--- src/sstf_pkg.sv ---
// ----------------------------------------------------------------------------
// SSTF scheduler package
// Shared widths, codes and word types of the shortest-seek-first scheduler.
// ----------------------------------------------------------------------------
package sstf_pkg;

  localparam int DEF_QUEUE_DEPTH    = 16;
  localparam int DEF_MAX_REQUESTERS = 16;
  localparam int DEF_TRACK_BITS     = 16;

  localparam int REQ_W       = 4;
  localparam int TRK_FIELD_W = 16;
  localparam int CFG_W       = 5;
  localparam int CFG_IDX_W   = 1;
  localparam int LIVE_W      = 5;
  localparam int MAX_RESULTS = 16;
  localparam int RES_W       = 5;

  localparam logic [CFG_W-1:0]  MAXQ_RESET = CFG_W'(16);
  localparam logic [LIVE_W-1:0] LIVE_RESET = LIVE_W'(16);

  localparam logic [CFG_IDX_W-1:0] REG_MAX_QUEUE      = CFG_IDX_W'(0);
  localparam logic [CFG_IDX_W-1:0] REG_NUM_REQUESTERS = CFG_IDX_W'(1);

  typedef enum logic {
    OP_ENQUEUE = 1'b0,
    OP_LEAVE   = 1'b1
  } op_e;

  typedef enum logic [1:0] {
    STATUS_SERVED = 2'd0,
    STATUS_FULL   = 2'd1,
    STATUS_BUSY   = 2'd2
  } status_e;

  typedef enum logic [1:0] {
    CELL_HOLD  = 2'd0,
    CELL_LOAD  = 2'd1,
    CELL_SHIFT = 2'd2
  } cell_op_e;

  typedef struct packed {
    cell_op_e          op;
    logic [REQ_W-1:0]  owner;
    logic              final_mark;
  } cell_cmd_t;

  typedef struct packed {
    op_e                    op;
    logic [REQ_W-1:0]       requester;
    logic [TRK_FIELD_W-1:0] track;
    logic                   final_request;
  } req_t;

  typedef struct packed {
    status_e                status;
    logic [REQ_W-1:0]       served_requester;
    logic [TRK_FIELD_W-1:0] served_track;
    logic                   last_of_run;
    logic                   all_done;
  } rsp_t;

endpackage

--- src/sstf_stream_if.sv ---
// ----------------------------------------------------------------------------
// SSTF stream interface
// Valid/ready channel carrying one word of a generic payload type.
// ----------------------------------------------------------------------------
interface sstf_stream_if #(
  parameter type data_t = logic
) ();

  logic  valid;
  logic  ready;
  data_t data;

  modport source (output valid, output data, input ready);
  modport sink   (input valid, input data, output ready);

endinterface

--- src/sstf_cell.sv ---
// ----------------------------------------------------------------------------
// SSTF queue cell
// Holds one queue entry and one stage of the nearest-track scan token.
// ----------------------------------------------------------------------------
module sstf_cell import sstf_pkg::*; #(
  parameter int  TRACK_BITS  = DEF_TRACK_BITS,
  parameter int  QUEUE_DEPTH = DEF_QUEUE_DEPTH,
  parameter int  CELL_INDEX  = 0,
  localparam int TW          = TRACK_BITS,
  localparam int IW          = (QUEUE_DEPTH > 1) ? $clog2(QUEUE_DEPTH) : 1,
  localparam int CW          = $clog2(QUEUE_DEPTH + 1)
) (
  input  logic             clk_i,
  input  logic             rst_ni,
  input  cell_cmd_t        cmd_i,
  input  logic [IW-1:0]    sel_idx_i,
  input  logic [TW-1:0]    new_track_i,
  input  logic [CW-1:0]    count_i,
  input  logic [TW-1:0]    head_i,
  input  logic [TW-1:0]    nxt_track_i,
  input  logic [REQ_W-1:0] nxt_owner_i,
  input  logic             nxt_final_i,
  output logic [TW-1:0]    own_track_o,
  output logic [REQ_W-1:0] own_owner_o,
  output logic             own_final_o,
  input  logic             scan_found_i,
  input  logic [TW-1:0]    scan_dist_i,
  input  logic [IW-1:0]    scan_idx_i,
  input  logic [TW-1:0]    scan_track_i,
  input  logic [REQ_W-1:0] scan_owner_i,
  input  logic             scan_final_i,
  output logic             scan_found_o,
  output logic [TW-1:0]    scan_dist_o,
  output logic [IW-1:0]    scan_idx_o,
  output logic [TW-1:0]    scan_track_o,
  output logic [REQ_W-1:0] scan_owner_o,
  output logic             scan_final_o
);

  localparam bit HAS_NEXT = (CELL_INDEX + 1) < QUEUE_DEPTH;

  logic [TW-1:0]    track_q;
  logic [REQ_W-1:0] owner_q;
  logic             final_q;

  logic             found_q;
  logic [TW-1:0]    dist_q;
  logic [IW-1:0]    idx_q;
  logic [TW-1:0]    btrack_q;
  logic [REQ_W-1:0] bowner_q;
  logic             bfinal_q;

  logic          occupied;
  logic [TW-1:0] seek_dist;
  logic          take;
  logic          hit_sel;
  logic          in_shift;

  always_comb begin
    occupied  = 32'(count_i) > CELL_INDEX;
    seek_dist = (track_q >= head_i) ? (track_q - head_i) : (head_i - track_q);
    // Later entries win ties, so an equal distance replaces the token.
    take      = occupied && (!scan_found_i || (seek_dist <= scan_dist_i));
    hit_sel   = sel_idx_i == IW'(CELL_INDEX);
    in_shift  = HAS_NEXT && (32'(sel_idx_i) <= CELL_INDEX);
  end

  always_ff @(posedge clk_i) begin
    case (cmd_i.op)
      CELL_LOAD: begin
        if (hit_sel) begin
          track_q <= new_track_i;
          owner_q <= cmd_i.owner;
          final_q <= cmd_i.final_mark;
        end
      end
      CELL_SHIFT: begin
        if (in_shift) begin
          track_q <= nxt_track_i;
          owner_q <= nxt_owner_i;
          final_q <= nxt_final_i;
        end
      end
      default: begin
      end
    endcase
  end

  always_ff @(posedge clk_i or negedge rst_ni) begin
    if (!rst_ni) begin
      found_q <= 1'b0;
    end else begin
      found_q <= take || scan_found_i;
    end
  end

  always_ff @(posedge clk_i) begin
    if (take) begin
      dist_q   <= seek_dist;
      idx_q    <= IW'(CELL_INDEX);
      btrack_q <= track_q;
      bowner_q <= owner_q;
      bfinal_q <= final_q;
    end else begin
      dist_q   <= scan_dist_i;
      idx_q    <= scan_idx_i;
      btrack_q <= scan_track_i;
      bowner_q <= scan_owner_i;
      bfinal_q <= scan_final_i;
    end
  end

  assign own_track_o  = track_q;
  assign own_owner_o  = owner_q;
  assign own_final_o  = final_q;
  assign scan_found_o = found_q;
  assign scan_dist_o  = dist_q;
  assign scan_idx_o   = idx_q;
  assign scan_track_o = btrack_q;
  assign scan_owner_o = bowner_q;
  assign scan_final_o = bfinal_q;

endmodule

--- src/sstf_ctrl.sv ---
// ----------------------------------------------------------------------------
// SSTF scheduler controller
// Admission checks, live count, head position, scan sequencing and output word.
// ----------------------------------------------------------------------------
module sstf_ctrl import sstf_pkg::*; #(
  parameter int  QUEUE_DEPTH    = DEF_QUEUE_DEPTH,
  parameter int  MAX_REQUESTERS = DEF_MAX_REQUESTERS,
  parameter int  TRACK_BITS     = DEF_TRACK_BITS,
  localparam int TW             = TRACK_BITS,
  localparam int IW             = (QUEUE_DEPTH > 1) ? $clog2(QUEUE_DEPTH) : 1,
  localparam int CW             = $clog2(QUEUE_DEPTH + 1)
) (
  input  logic                 clk_i,
  input  logic                 rst_ni,
  input  logic                 cfg_we_i,
  input  logic [CFG_IDX_W-1:0] cfg_idx_i,
  input  logic [CFG_W-1:0]     cfg_data_i,
  sstf_stream_if.sink          req_i,
  sstf_stream_if.source        rsp_o,
  output cell_cmd_t            cmd_o,
  output logic [IW-1:0]        sel_idx_o,
  output logic [TW-1:0]        new_track_o,
  output logic [CW-1:0]        count_o,
  output logic [TW-1:0]        head_o,
  input  logic                 best_found_i,
  input  logic [IW-1:0]        best_idx_i,
  input  logic [TW-1:0]        best_track_i,
  input  logic [REQ_W-1:0]     best_owner_i,
  input  logic                 best_final_i
);

  typedef enum logic [2:0] {
    S_IDLE,
    S_REJECT,
    S_CHECK,
    S_SCAN,
    S_SERVE
  } state_e;

  state_e                    state_q;
  logic [CW-1:0]             count_q;
  logic [LIVE_W-1:0]         live_q;
  logic [TW-1:0]             head_q;
  logic [CFG_W-1:0]          maxq_q;
  logic [MAX_REQUESTERS-1:0] busy_q;
  logic [RES_W-1:0]          nres_q;
  logic [IW-1:0]             timer_q;
  req_t                      item_q;
  status_e                   rej_status_q;
  logic                      out_valid_q;
  rsp_t                      out_data_q;

  logic              out_free;
  logic              out_set;
  logic              accept;
  logic              full;
  logic              busy_rej;
  logic              do_insert;
  logic              serve;
  logic [LIVE_W-1:0] live_dec;
  logic [CW-1:0]     cnt_after;
  logic [LIVE_W-1:0] live_after;
  logic [RES_W-1:0]  nres_inc;

  function automatic logic drain_cond(input logic [CW-1:0]     cnt,
                                      input logic [LIVE_W-1:0] live,
                                      input logic [RES_W-1:0]  nres,
                                      input logic [CFG_W-1:0]  maxq);
    int unsigned thr;
    thr = 32'(maxq);
    if (32'(live) < thr) thr = 32'(live);
    if (32'(QUEUE_DEPTH) < thr) thr = 32'(QUEUE_DEPTH);
    return (cnt != '0) && (32'(cnt) >= thr) && (32'(nres) < 32'(MAX_RESULTS));
  endfunction

  always_comb begin
    out_free = !out_valid_q || rsp_o.ready;
    accept   = (state_q == S_IDLE) && req_i.valid;
    full     = (32'(count_q) >= 32'(maxq_q)) || (32'(count_q) >= 32'(QUEUE_DEPTH));
    busy_rej = 32'(req_i.data.requester) >= 32'(MAX_REQUESTERS);
    for (int unsigned r = 0; r < MAX_REQUESTERS; r++) begin
      if (32'(req_i.data.requester) == r) busy_rej = busy_q[r];
    end
    do_insert  = accept && (req_i.data.op == OP_ENQUEUE) && !full && !busy_rej;
    serve      = (state_q == S_SERVE) && out_free;
    out_set    = ((state_q == S_REJECT) && out_free) || serve;
    live_dec   = (live_q == '0) ? live_q : (live_q - LIVE_W'(1));
    cnt_after  = count_q - CW'(1);
    live_after = best_final_i ? live_dec : live_q;
    nres_inc   = nres_q + RES_W'(1);

    cmd_o.op         = CELL_HOLD;
    cmd_o.owner      = req_i.data.requester;
    cmd_o.final_mark = req_i.data.final_request;
    sel_idx_o        = '0;
    if (do_insert) begin
      cmd_o.op  = CELL_LOAD;
      sel_idx_o = count_q[IW-1:0];
    end else if (serve) begin
      cmd_o.op  = CELL_SHIFT;
      sel_idx_o = best_idx_i;
    end
  end

  assign new_track_o = TW'(req_i.data.track);
  assign count_o     = count_q;
  assign head_o      = head_q;
  assign req_i.ready = state_q == S_IDLE;
  assign rsp_o.valid = out_valid_q;
  assign rsp_o.data  = out_data_q;

  always_ff @(posedge clk_i or negedge rst_ni) begin
    if (!rst_ni) begin
      state_q      <= S_IDLE;
      count_q      <= '0;
      live_q       <= LIVE_RESET;
      head_q       <= '0;
      maxq_q       <= MAXQ_RESET;
      busy_q       <= '0;
      nres_q       <= '0;
      timer_q      <= '0;
      item_q       <= '0;
      rej_status_q <= STATUS_FULL;
      out_valid_q  <= 1'b0;
      out_data_q   <= '0;
    end else begin
      if (cfg_we_i) begin
        case (cfg_idx_i)
          REG_MAX_QUEUE:      maxq_q <= cfg_data_i;
          REG_NUM_REQUESTERS: live_q <= cfg_data_i;
          default: begin
          end
        endcase
      end

      // A new word may be placed in the same cycle the previous one leaves.
      if (out_set) begin
        out_valid_q <= 1'b1;
      end else if (rsp_o.ready) begin
        out_valid_q <= 1'b0;
      end

      case (state_q)
        S_IDLE: begin
          nres_q <= '0;
          if (accept) begin
            item_q  <= req_i.data;
            state_q <= S_CHECK;
            if (req_i.data.op == OP_ENQUEUE) begin
              if (full) begin
                rej_status_q <= STATUS_FULL;
                state_q      <= S_REJECT;
              end else if (busy_rej) begin
                rej_status_q <= STATUS_BUSY;
                state_q      <= S_REJECT;
              end else begin
                count_q <= count_q + CW'(1);
                for (int unsigned r = 0; r < MAX_REQUESTERS; r++) begin
                  if (32'(req_i.data.requester) == r) busy_q[r] <= 1'b1;
                end
              end
            end else begin
              live_q <= live_dec;
            end
          end
        end
        S_REJECT: begin
          if (out_free) begin
            out_data_q.status           <= rej_status_q;
            out_data_q.served_requester <= item_q.requester;
            out_data_q.served_track     <= TRK_FIELD_W'(TW'(item_q.track));
            out_data_q.last_of_run      <= !drain_cond(count_q, live_q, nres_inc, maxq_q);
            out_data_q.all_done         <= (live_q == '0) && (count_q == '0);
            nres_q                      <= nres_inc;
            state_q                     <= S_CHECK;
          end
        end
        S_CHECK: begin
          timer_q <= '0;
          state_q <= drain_cond(count_q, live_q, nres_q, maxq_q) ? S_SCAN : S_IDLE;
        end
        S_SCAN: begin
          // The timer holds this state until the token has passed every cell of the row.
          if (timer_q == IW'(QUEUE_DEPTH - 1)) begin
            state_q <= S_SERVE;
          end else begin
            timer_q <= timer_q + IW'(1);
          end
        end
        S_SERVE: begin
          if (out_free) begin
            head_q  <= best_track_i;
            live_q  <= live_after;
            count_q <= cnt_after;
            nres_q  <= nres_inc;
            for (int unsigned r = 0; r < MAX_REQUESTERS; r++) begin
              if (32'(best_owner_i) == r) busy_q[r] <= 1'b0;
            end
            out_data_q.status           <= STATUS_SERVED;
            out_data_q.served_requester <= best_owner_i;
            out_data_q.served_track     <= TRK_FIELD_W'(best_track_i);
            out_data_q.last_of_run      <= !drain_cond(cnt_after, live_after, nres_inc,
                                                       maxq_q);
            out_data_q.all_done         <= (live_after == '0) && (cnt_after == '0);
            state_q                     <= S_CHECK;
          end
        end
        default: state_q <= S_IDLE;
      endcase
    end
  end

  // Every queued entry belongs to exactly one busy requester.
  a_busy_matches_count: assert property (@(posedge clk_i) disable iff (!rst_ni)
    $countones(busy_q) == 32'(count_q))
    else $error("busy flags disagree with queue occupancy");

  a_serve_has_entry: assert property (@(posedge clk_i) disable iff (!rst_ni)
    (state_q == S_SERVE) |-> (best_found_i && (count_q != '0)))
    else $error("serving without a scanned entry");

  a_serve_shrinks: assert property (@(posedge clk_i) disable iff (!rst_ni)
    serve |=> (count_q == $past(count_q) - CW'(1)))
    else $error("queue did not shrink after a serve");

  a_results_bounded: assert property (@(posedge clk_i) disable iff (!rst_ni)
    32'(nres_q) <= 32'(MAX_RESULTS))
    else $error("too many result words for one input word");

endmodule

--- src/sstf_disk_request_scheduler_top.sv ---
// ----------------------------------------------------------------------------
// SSTF disk request scheduler, top level
// Row of queue cells with a travelling nearest-track scan token, and controller.
//
//   channel  dir  word   accepted when
//   req_i    in   req_t  req_i.valid && req_i.ready
//   rsp_o    out  rsp_t  rsp_o.valid && rsp_o.ready
//   cfg      in   5 bit  cfg_we_i high, register selected by cfg_idx_i
//
// An input word passes the idle and check states, reject when it is rejected,
// and scan and serve for every request it serves; the scan token walks the
// whole cell row once per served request. One input word is handled at a time.
// Reset is asynchronous and needs no clearing pass; queue entries are only
// read below the fill count. A stalled rsp_o holds its word, and the block
// waits for the output register before it places the next word.
// ----------------------------------------------------------------------------
module sstf_disk_request_scheduler_top import sstf_pkg::*; #(
  parameter int QUEUE_DEPTH    = DEF_QUEUE_DEPTH,
  parameter int MAX_REQUESTERS = DEF_MAX_REQUESTERS,
  parameter int TRACK_BITS     = DEF_TRACK_BITS
) (
  input  logic                 clk_i,
  input  logic                 rst_ni,
  input  logic                 cfg_we_i,
  input  logic [CFG_IDX_W-1:0] cfg_idx_i,
  input  logic [CFG_W-1:0]     cfg_data_i,
  sstf_stream_if.sink          req_i,
  sstf_stream_if.source        rsp_o
);

  localparam int TW = TRACK_BITS;
  localparam int IW = (QUEUE_DEPTH > 1) ? $clog2(QUEUE_DEPTH) : 1;
  localparam int CW = $clog2(QUEUE_DEPTH + 1);

  cell_cmd_t     cmd;
  logic [IW-1:0] sel_idx;
  logic [TW-1:0] new_track;
  logic [CW-1:0] count;
  logic [TW-1:0] head;

  logic [TW-1:0]    own_track [QUEUE_DEPTH];
  logic [REQ_W-1:0] own_owner [QUEUE_DEPTH];
  logic             own_final [QUEUE_DEPTH];
  logic [TW-1:0]    nxt_track [QUEUE_DEPTH];
  logic [REQ_W-1:0] nxt_owner [QUEUE_DEPTH];
  logic             nxt_final [QUEUE_DEPTH];

  logic             scan_found [QUEUE_DEPTH+1];
  logic [TW-1:0]    scan_dist  [QUEUE_DEPTH+1];
  logic [IW-1:0]    scan_idx   [QUEUE_DEPTH+1];
  logic [TW-1:0]    scan_track [QUEUE_DEPTH+1];
  logic [REQ_W-1:0] scan_owner [QUEUE_DEPTH+1];
  logic             scan_final [QUEUE_DEPTH+1];

  // The token enters the row empty at cell zero.
  assign scan_found[0] = 1'b0;
  assign scan_dist[0]  = '0;
  assign scan_idx[0]   = '0;
  assign scan_track[0] = '0;
  assign scan_owner[0] = '0;
  assign scan_final[0] = 1'b0;

  for (genvar i = 0; i < QUEUE_DEPTH; i++) begin : g_cell
    if (i + 1 < QUEUE_DEPTH) begin : g_nxt
      assign nxt_track[i] = own_track[i+1];
      assign nxt_owner[i] = own_owner[i+1];
      assign nxt_final[i] = own_final[i+1];
    end else begin : g_end
      assign nxt_track[i] = '0;
      assign nxt_owner[i] = '0;
      assign nxt_final[i] = 1'b0;
    end

    sstf_cell #(
      .TRACK_BITS  (TRACK_BITS),
      .QUEUE_DEPTH (QUEUE_DEPTH),
      .CELL_INDEX  (i)
    ) u_cell (
      .clk_i        (clk_i),
      .rst_ni       (rst_ni),
      .cmd_i        (cmd),
      .sel_idx_i    (sel_idx),
      .new_track_i  (new_track),
      .count_i      (count),
      .head_i       (head),
      .nxt_track_i  (nxt_track[i]),
      .nxt_owner_i  (nxt_owner[i]),
      .nxt_final_i  (nxt_final[i]),
      .own_track_o  (own_track[i]),
      .own_owner_o  (own_owner[i]),
      .own_final_o  (own_final[i]),
      .scan_found_i (scan_found[i]),
      .scan_dist_i  (scan_dist[i]),
      .scan_idx_i   (scan_idx[i]),
      .scan_track_i (scan_track[i]),
      .scan_owner_i (scan_owner[i]),
      .scan_final_i (scan_final[i]),
      .scan_found_o (scan_found[i+1]),
      .scan_dist_o  (scan_dist[i+1]),
      .scan_idx_o   (scan_idx[i+1]),
      .scan_track_o (scan_track[i+1]),
      .scan_owner_o (scan_owner[i+1]),
      .scan_final_o (scan_final[i+1])
    );
  end

  sstf_ctrl #(
    .QUEUE_DEPTH    (QUEUE_DEPTH),
    .MAX_REQUESTERS (MAX_REQUESTERS),
    .TRACK_BITS     (TRACK_BITS)
  ) u_ctrl (
    .clk_i        (clk_i),
    .rst_ni       (rst_ni),
    .cfg_we_i     (cfg_we_i),
    .cfg_idx_i    (cfg_idx_i),
    .cfg_data_i   (cfg_data_i),
    .req_i        (req_i),
    .rsp_o        (rsp_o),
    .cmd_o        (cmd),
    .sel_idx_o    (sel_idx),
    .new_track_o  (new_track),
    .count_o      (count),
    .head_o       (head),
    .best_found_i (scan_found[QUEUE_DEPTH]),
    .best_idx_i   (scan_idx[QUEUE_DEPTH]),
    .best_track_i (scan_track[QUEUE_DEPTH]),
    .best_owner_i (scan_owner[QUEUE_DEPTH]),
    .best_final_i (scan_final[QUEUE_DEPTH])
  );

endmodule

--- src/flat_wrapper.sv ---
// flat-port wrapper written by rule: the top's interface ports become plain ports
module sstf_disk_request_scheduler_top_flat import sstf_pkg::*;
#(
  parameter int QUEUE_DEPTH    = DEF_QUEUE_DEPTH,
  parameter int MAX_REQUESTERS = DEF_MAX_REQUESTERS,
  parameter int TRACK_BITS     = DEF_TRACK_BITS
)
  (clk_i, rst_ni, cfg_we_i, cfg_idx_i, cfg_data_i, req_i_valid, req_i_data, req_i_ready, rsp_o_valid, rsp_o_data, rsp_o_ready);
  sstf_stream_if #(.data_t(req_t)) req_i_i ();
  sstf_stream_if #(.data_t(rsp_t)) rsp_o_i ();
  input  logic clk_i;
  input  logic rst_ni;
  input  logic cfg_we_i;
  input  logic [CFG_IDX_W-1:0] cfg_idx_i;
  input  logic [CFG_W-1:0] cfg_data_i;
  input wire logic [$bits(req_i_i.valid)-1:0] req_i_valid;
  input wire logic [$bits(req_i_i.data)-1:0] req_i_data;
  output wire logic [$bits(req_i_i.ready)-1:0] req_i_ready;
  output wire logic [$bits(rsp_o_i.valid)-1:0] rsp_o_valid;
  output wire logic [$bits(rsp_o_i.data)-1:0] rsp_o_data;
  input wire logic [$bits(rsp_o_i.ready)-1:0] rsp_o_ready;
  assign req_i_i.valid = req_i_valid;
  assign req_i_i.data = req_i_data;
  assign req_i_ready = req_i_i.ready;
  assign rsp_o_valid = rsp_o_i.valid;
  assign rsp_o_data = rsp_o_i.data;
  assign rsp_o_i.ready = rsp_o_ready;
  sstf_disk_request_scheduler_top #(.QUEUE_DEPTH(QUEUE_DEPTH), .MAX_REQUESTERS(MAX_REQUESTERS), .TRACK_BITS(TRACK_BITS)) u_core (.clk_i(clk_i), .rst_ni(rst_ni), .cfg_we_i(cfg_we_i), .cfg_idx_i(cfg_idx_i), .cfg_data_i(cfg_data_i), .req_i(req_i_i), .rsp_o(rsp_o_i));
endmodule
--- config.mk ---
export PLATFORM = sky130hd
export DESIGN_NAME = sstf_disk_request_scheduler_top_flat
export DESIGN_NICKNAME = d
export VERILOG_FILES = /design/src/sstf_pkg.sv /design/src/sstf_stream_if.sv /design/src/sstf_cell.sv /design/src/sstf_ctrl.sv /design/src/sstf_disk_request_scheduler_top.sv /design/src/flat_wrapper.sv
export SDC_FILE = /design/constraint.sdc
export NUM_CORES = 2
export LEC_CHECK = 0
export BUFFER_PORTS_ARGS = -buffer_cell sky130_fd_sc_hd__buf_2
export CAP_MARGIN = 20
export CORE_UTILIZATION = 30
export DETAILED_ROUTE_END_ITERATION = 6
export SYNTH_ARGS = -nofsm -noshare
export SYNTH_HDL_FRONTEND = slang
export SYNTH_SLANG_ARGS = --single-unit
--- constraint.sdc ---
create_clock -name clk_i -period 8.8 [get_ports clk_i]
set_clock_uncertainty 0.05 [all_clocks]
set_input_delay 0.88 -clock clk_i [delete_from_list [all_inputs] [get_ports clk_i]]
set_output_delay 0.88 -clock clk_i [all_outputs]
set_load 0.01 [all_outputs]
==> reports/results.ini <==
[cts]
clock_sinks=1082
cts_setup_buffers=0
clk_path_buf_depth=3
clkTransAtPathRegs_ps=60
numCtsBuffers=114
insertion_delay_ps=780
holdBufCountCts=0
clock-root-buffer=clkbuf_16
htree_levels=3
cts_resized=0
cts_tree=yes

[grt]
grt_start_max_net_pins=201
grt_usage_pct=20.46
grt_pass1_wl_um=350400
grt_pass1_vias=51950
overflow=0
antenna_found_initial=19

[setup_path]
ff2ff_setup_slack_ps=1340
crit_fanout=37
end_kind=flop
critPathLaunchType=flop
arrival_ps=8060
path_class=reg2reg
cp_data_required_time_ps=9400

[route]
routed_wl_um=242700
vias=53530
drtPass1Iterations=7
final_antenna_net_count=0
drc=2
viasPerCell=5.342
routedWlPerCell_um=24.22
drtIter0Drc=5728

[logic_synthesis]
synth_edf_count=336
async_flop_share_pct=11.18
avgSynthCellArea_sq_um=9.735
synth_flop_cell=dfxtp_1
ys_types=102
synth_nets=7813
ys_warn_count=0
ys_seq_area_share_pct=37.72
ys_ff_latch=1082
syn_area_sq_um=67950
netlist_instances=6980

[sta]
setup_viol=0
drv_slew=0
timing.final.crit_share_pct=84.76
rsz0062_at_grt=false
maxSlewHeadroom_pct=18.58
period_minus_slack_ps=7459
timing.setup.tns_ps=0
setup_ws_ps=1341
fmax_mhz=134.1
tightest_slew_ps=1221
hold_viol_final=0
holdWs_ps=146.2

[place]
portBuffers=58
dpl.hpwl_um=180700
gp_congestion=0.9819
post-place-ws_ps=1503

[run_status]
violations=design-rule violations
status=finished with violations

[cells_and_area]
area_growth_pct=11.64
drive_gt1_share_pct=13.71
most-common-layout-cells=ha_1, inv_1, dfxtp_1
final_common_cell=ha_1
fill_cells=22760
postLayoutCoreUtil_pct=33.73
fin_nets=7754

[die]
design.core.area_sq_um=224900
boundaryPins=59
die_height_um=477.9
dieArea_sq_um=228400
die_x_um=477.9
start_util_pct=30.21
num_rows=174

[worst_hold_path]
hold_path.class=in2async

[job]
maxCapViolCount=0

==> sequential cells by signal (all words and copies together) (netlist names) <==
| name | cells |
|---|---|
| u_core.u_ctrl.live_q | 5 |
| u_core.u_ctrl.busy_q | 16 |
| u_core.u_ctrl.timer_q | 4 |
| u_core.g_cell.u_cell.scan_idx_o | 49 |
| u_core.g_cell.u_cell.scan_found_o | 15 |
| u_core.u_ctrl.rsp_o.data | 24 |
| u_core.u_ctrl.head_o | 16 |
| u_core.g_cell.u_cell.scan_owner_o | 64 |
| u_core.g_cell.u_cell.scan_track_o | 256 |
| u_core.g_cell.u_cell.scan_final_o | 16 |
| u_core.g_cell.u_cell.own_final_o | 16 |
| u_core.g_cell.u_cell.own_owner_o | 64 |
| u_core.u_ctrl.state_q | 3 |
| u_core.u_ctrl.count_o | 5 |
| u_core.u_ctrl.rsp_o.valid | 1 |
| u_core.g_cell.u_cell.own_track_o | 256 |
| u_core.g_cell.u_cell.scan_dist_o | 240 |
| u_core.u_ctrl.maxq_q | 5 |
| u_core.u_ctrl.nres_q | 5 |
| u_core.u_ctrl.item_q | 20 |
| u_core.u_ctrl.rej_status_q | 2 |
==> routing by layer <==
layer  up-vias  wire, um  global-route usage, %
met2      2041    109300                  32.45
met5         -        27                      0
met4         4      9080                  7.462
li1      24660         -                      -
met1     26420    106500                  27.56
met3       401     17690                  3.785
==> worst paths after layout <==
check | start | cells after the start | end
max | u_core.u_ctrl.head_o[8]$_DFFE_PN0P_ | 19 | u_core.g_cell[8].u_cell.scan_dist_o[12]$_DFF_P_
min reg2reg | u_core.g_cell[4].u_cell.scan_idx_o[2]$_SDFF_PP1_ | 1 | u_core.g_cell[5].u_cell.scan_idx_o[2]$_SDFF_PP1_
max in group asynchronous | rst_ni | 2 | u_core.u_ctrl.head_o[1]$_DFFE_PN0P_
max reg2reg | u_core.u_ctrl.head_o[8]$_DFFE_PN0P_ | 19 | u_core.g_cell[8].u_cell.scan_dist_o[12]$_DFF_P_
min | rst_ni | 1 | u_core.g_cell[1].u_cell.scan_found_o$_DFF_PN0_
min in group clk_i | req_i_data[14] | 1 | u_core.g_cell[15].u_cell.own_track_o[13]$_DFFE_PP_
==> per-stage QoR <==
step	area (sq um)	cells
finish	75860	10020
global route	75850	10020
CTS	75770	10010
detailed placement	71770	9793
global placement	71730	9791
floorplan	67950	6980
==> critical path, cell delays in order (launching register included) <==
cell	delay [ps]
dfrtp_1	990
buf_4	310
ha_1	300
nand4_1	200
a2111o_1	480
a31oi_4	760
mux2i_1	480
o22ai_2	150
a2111oi_4	420
o311ai_1	150
xor2_1	180
ha_1	310
nand4_1	110
or2_2	340
o41ai_1	510
o21bai_1	130
a21o_1	320
buf_4	330
inv_1	390
mux2_2	400
==> logic make-up (layout without fill, tap and decap cells) <==
kind of cell | count (synthesis) | count (layout) | synth area share, %
adders and majority gates | 801 | 801 | 15.10
xor gates and xnor gates | 234 | 234 | 3.016
DFF | 1082 | 1082 | 37.72
AOI/OAI and AO/OA | 1979 | 1979 | 19.17
other | 0 | 5 | 0
muxes | 651 | 651 | 10.53
buffers and inverters | 996 | 1039 | 5.618
and+or+nand+nor | 1237 | 1237 | 8.851
==> Yosys cell counts, types with 66 or more instances <==
cell | number | area share [%]
nor2_1 | 277 | 1.5
nand3_1 | 67 | 0.49
nand4_1 | 107 | 0.99
a21oi_1 | 493 | 3.6
xnor2_1 | 145 | 1.9
nor2b_1 | 88 | 0.81
mux2i_1 | 152 | 2.2
a31oi_1 | 75 | 0.69
nand2_1 | 378 | 2.1
clkbuf_1 | 281 | 1.6
inv_1 | 645 | 3.6
dfrtp_1 | 118 | 4.3
dfxtp_1 | 625 | 18
mux2_2 | 482 | 8.0
o21ai_0 | 304 | 2.2
nand2b_1 | 72 | 0.66
edfxtp_1 | 336 | 15
o21bai_1 | 66 | 0.73
xor2_1 | 89 | 1.1
a21o_1 | 585 | 6.5
ha_1 | 768 | 14
==> area by class of cell <==
type                       count  area [sq um]  area share (%)
antenna                        5         12.51         0.01649
clock buffer                 153          3192           4.207
clock inverter                65         808.3           1.065
inverter                     646          2425           3.196
multi-input combinational   4902         38790           51.13
sequential                  1082         25630           33.79
tap                         2992          3744           4.935
timing repair buffer         175          1260           1.661
Power is left out: the tool's default activity adds up to more than one toggle a clock period on the data nets, which glitch-free logic cannot reach.
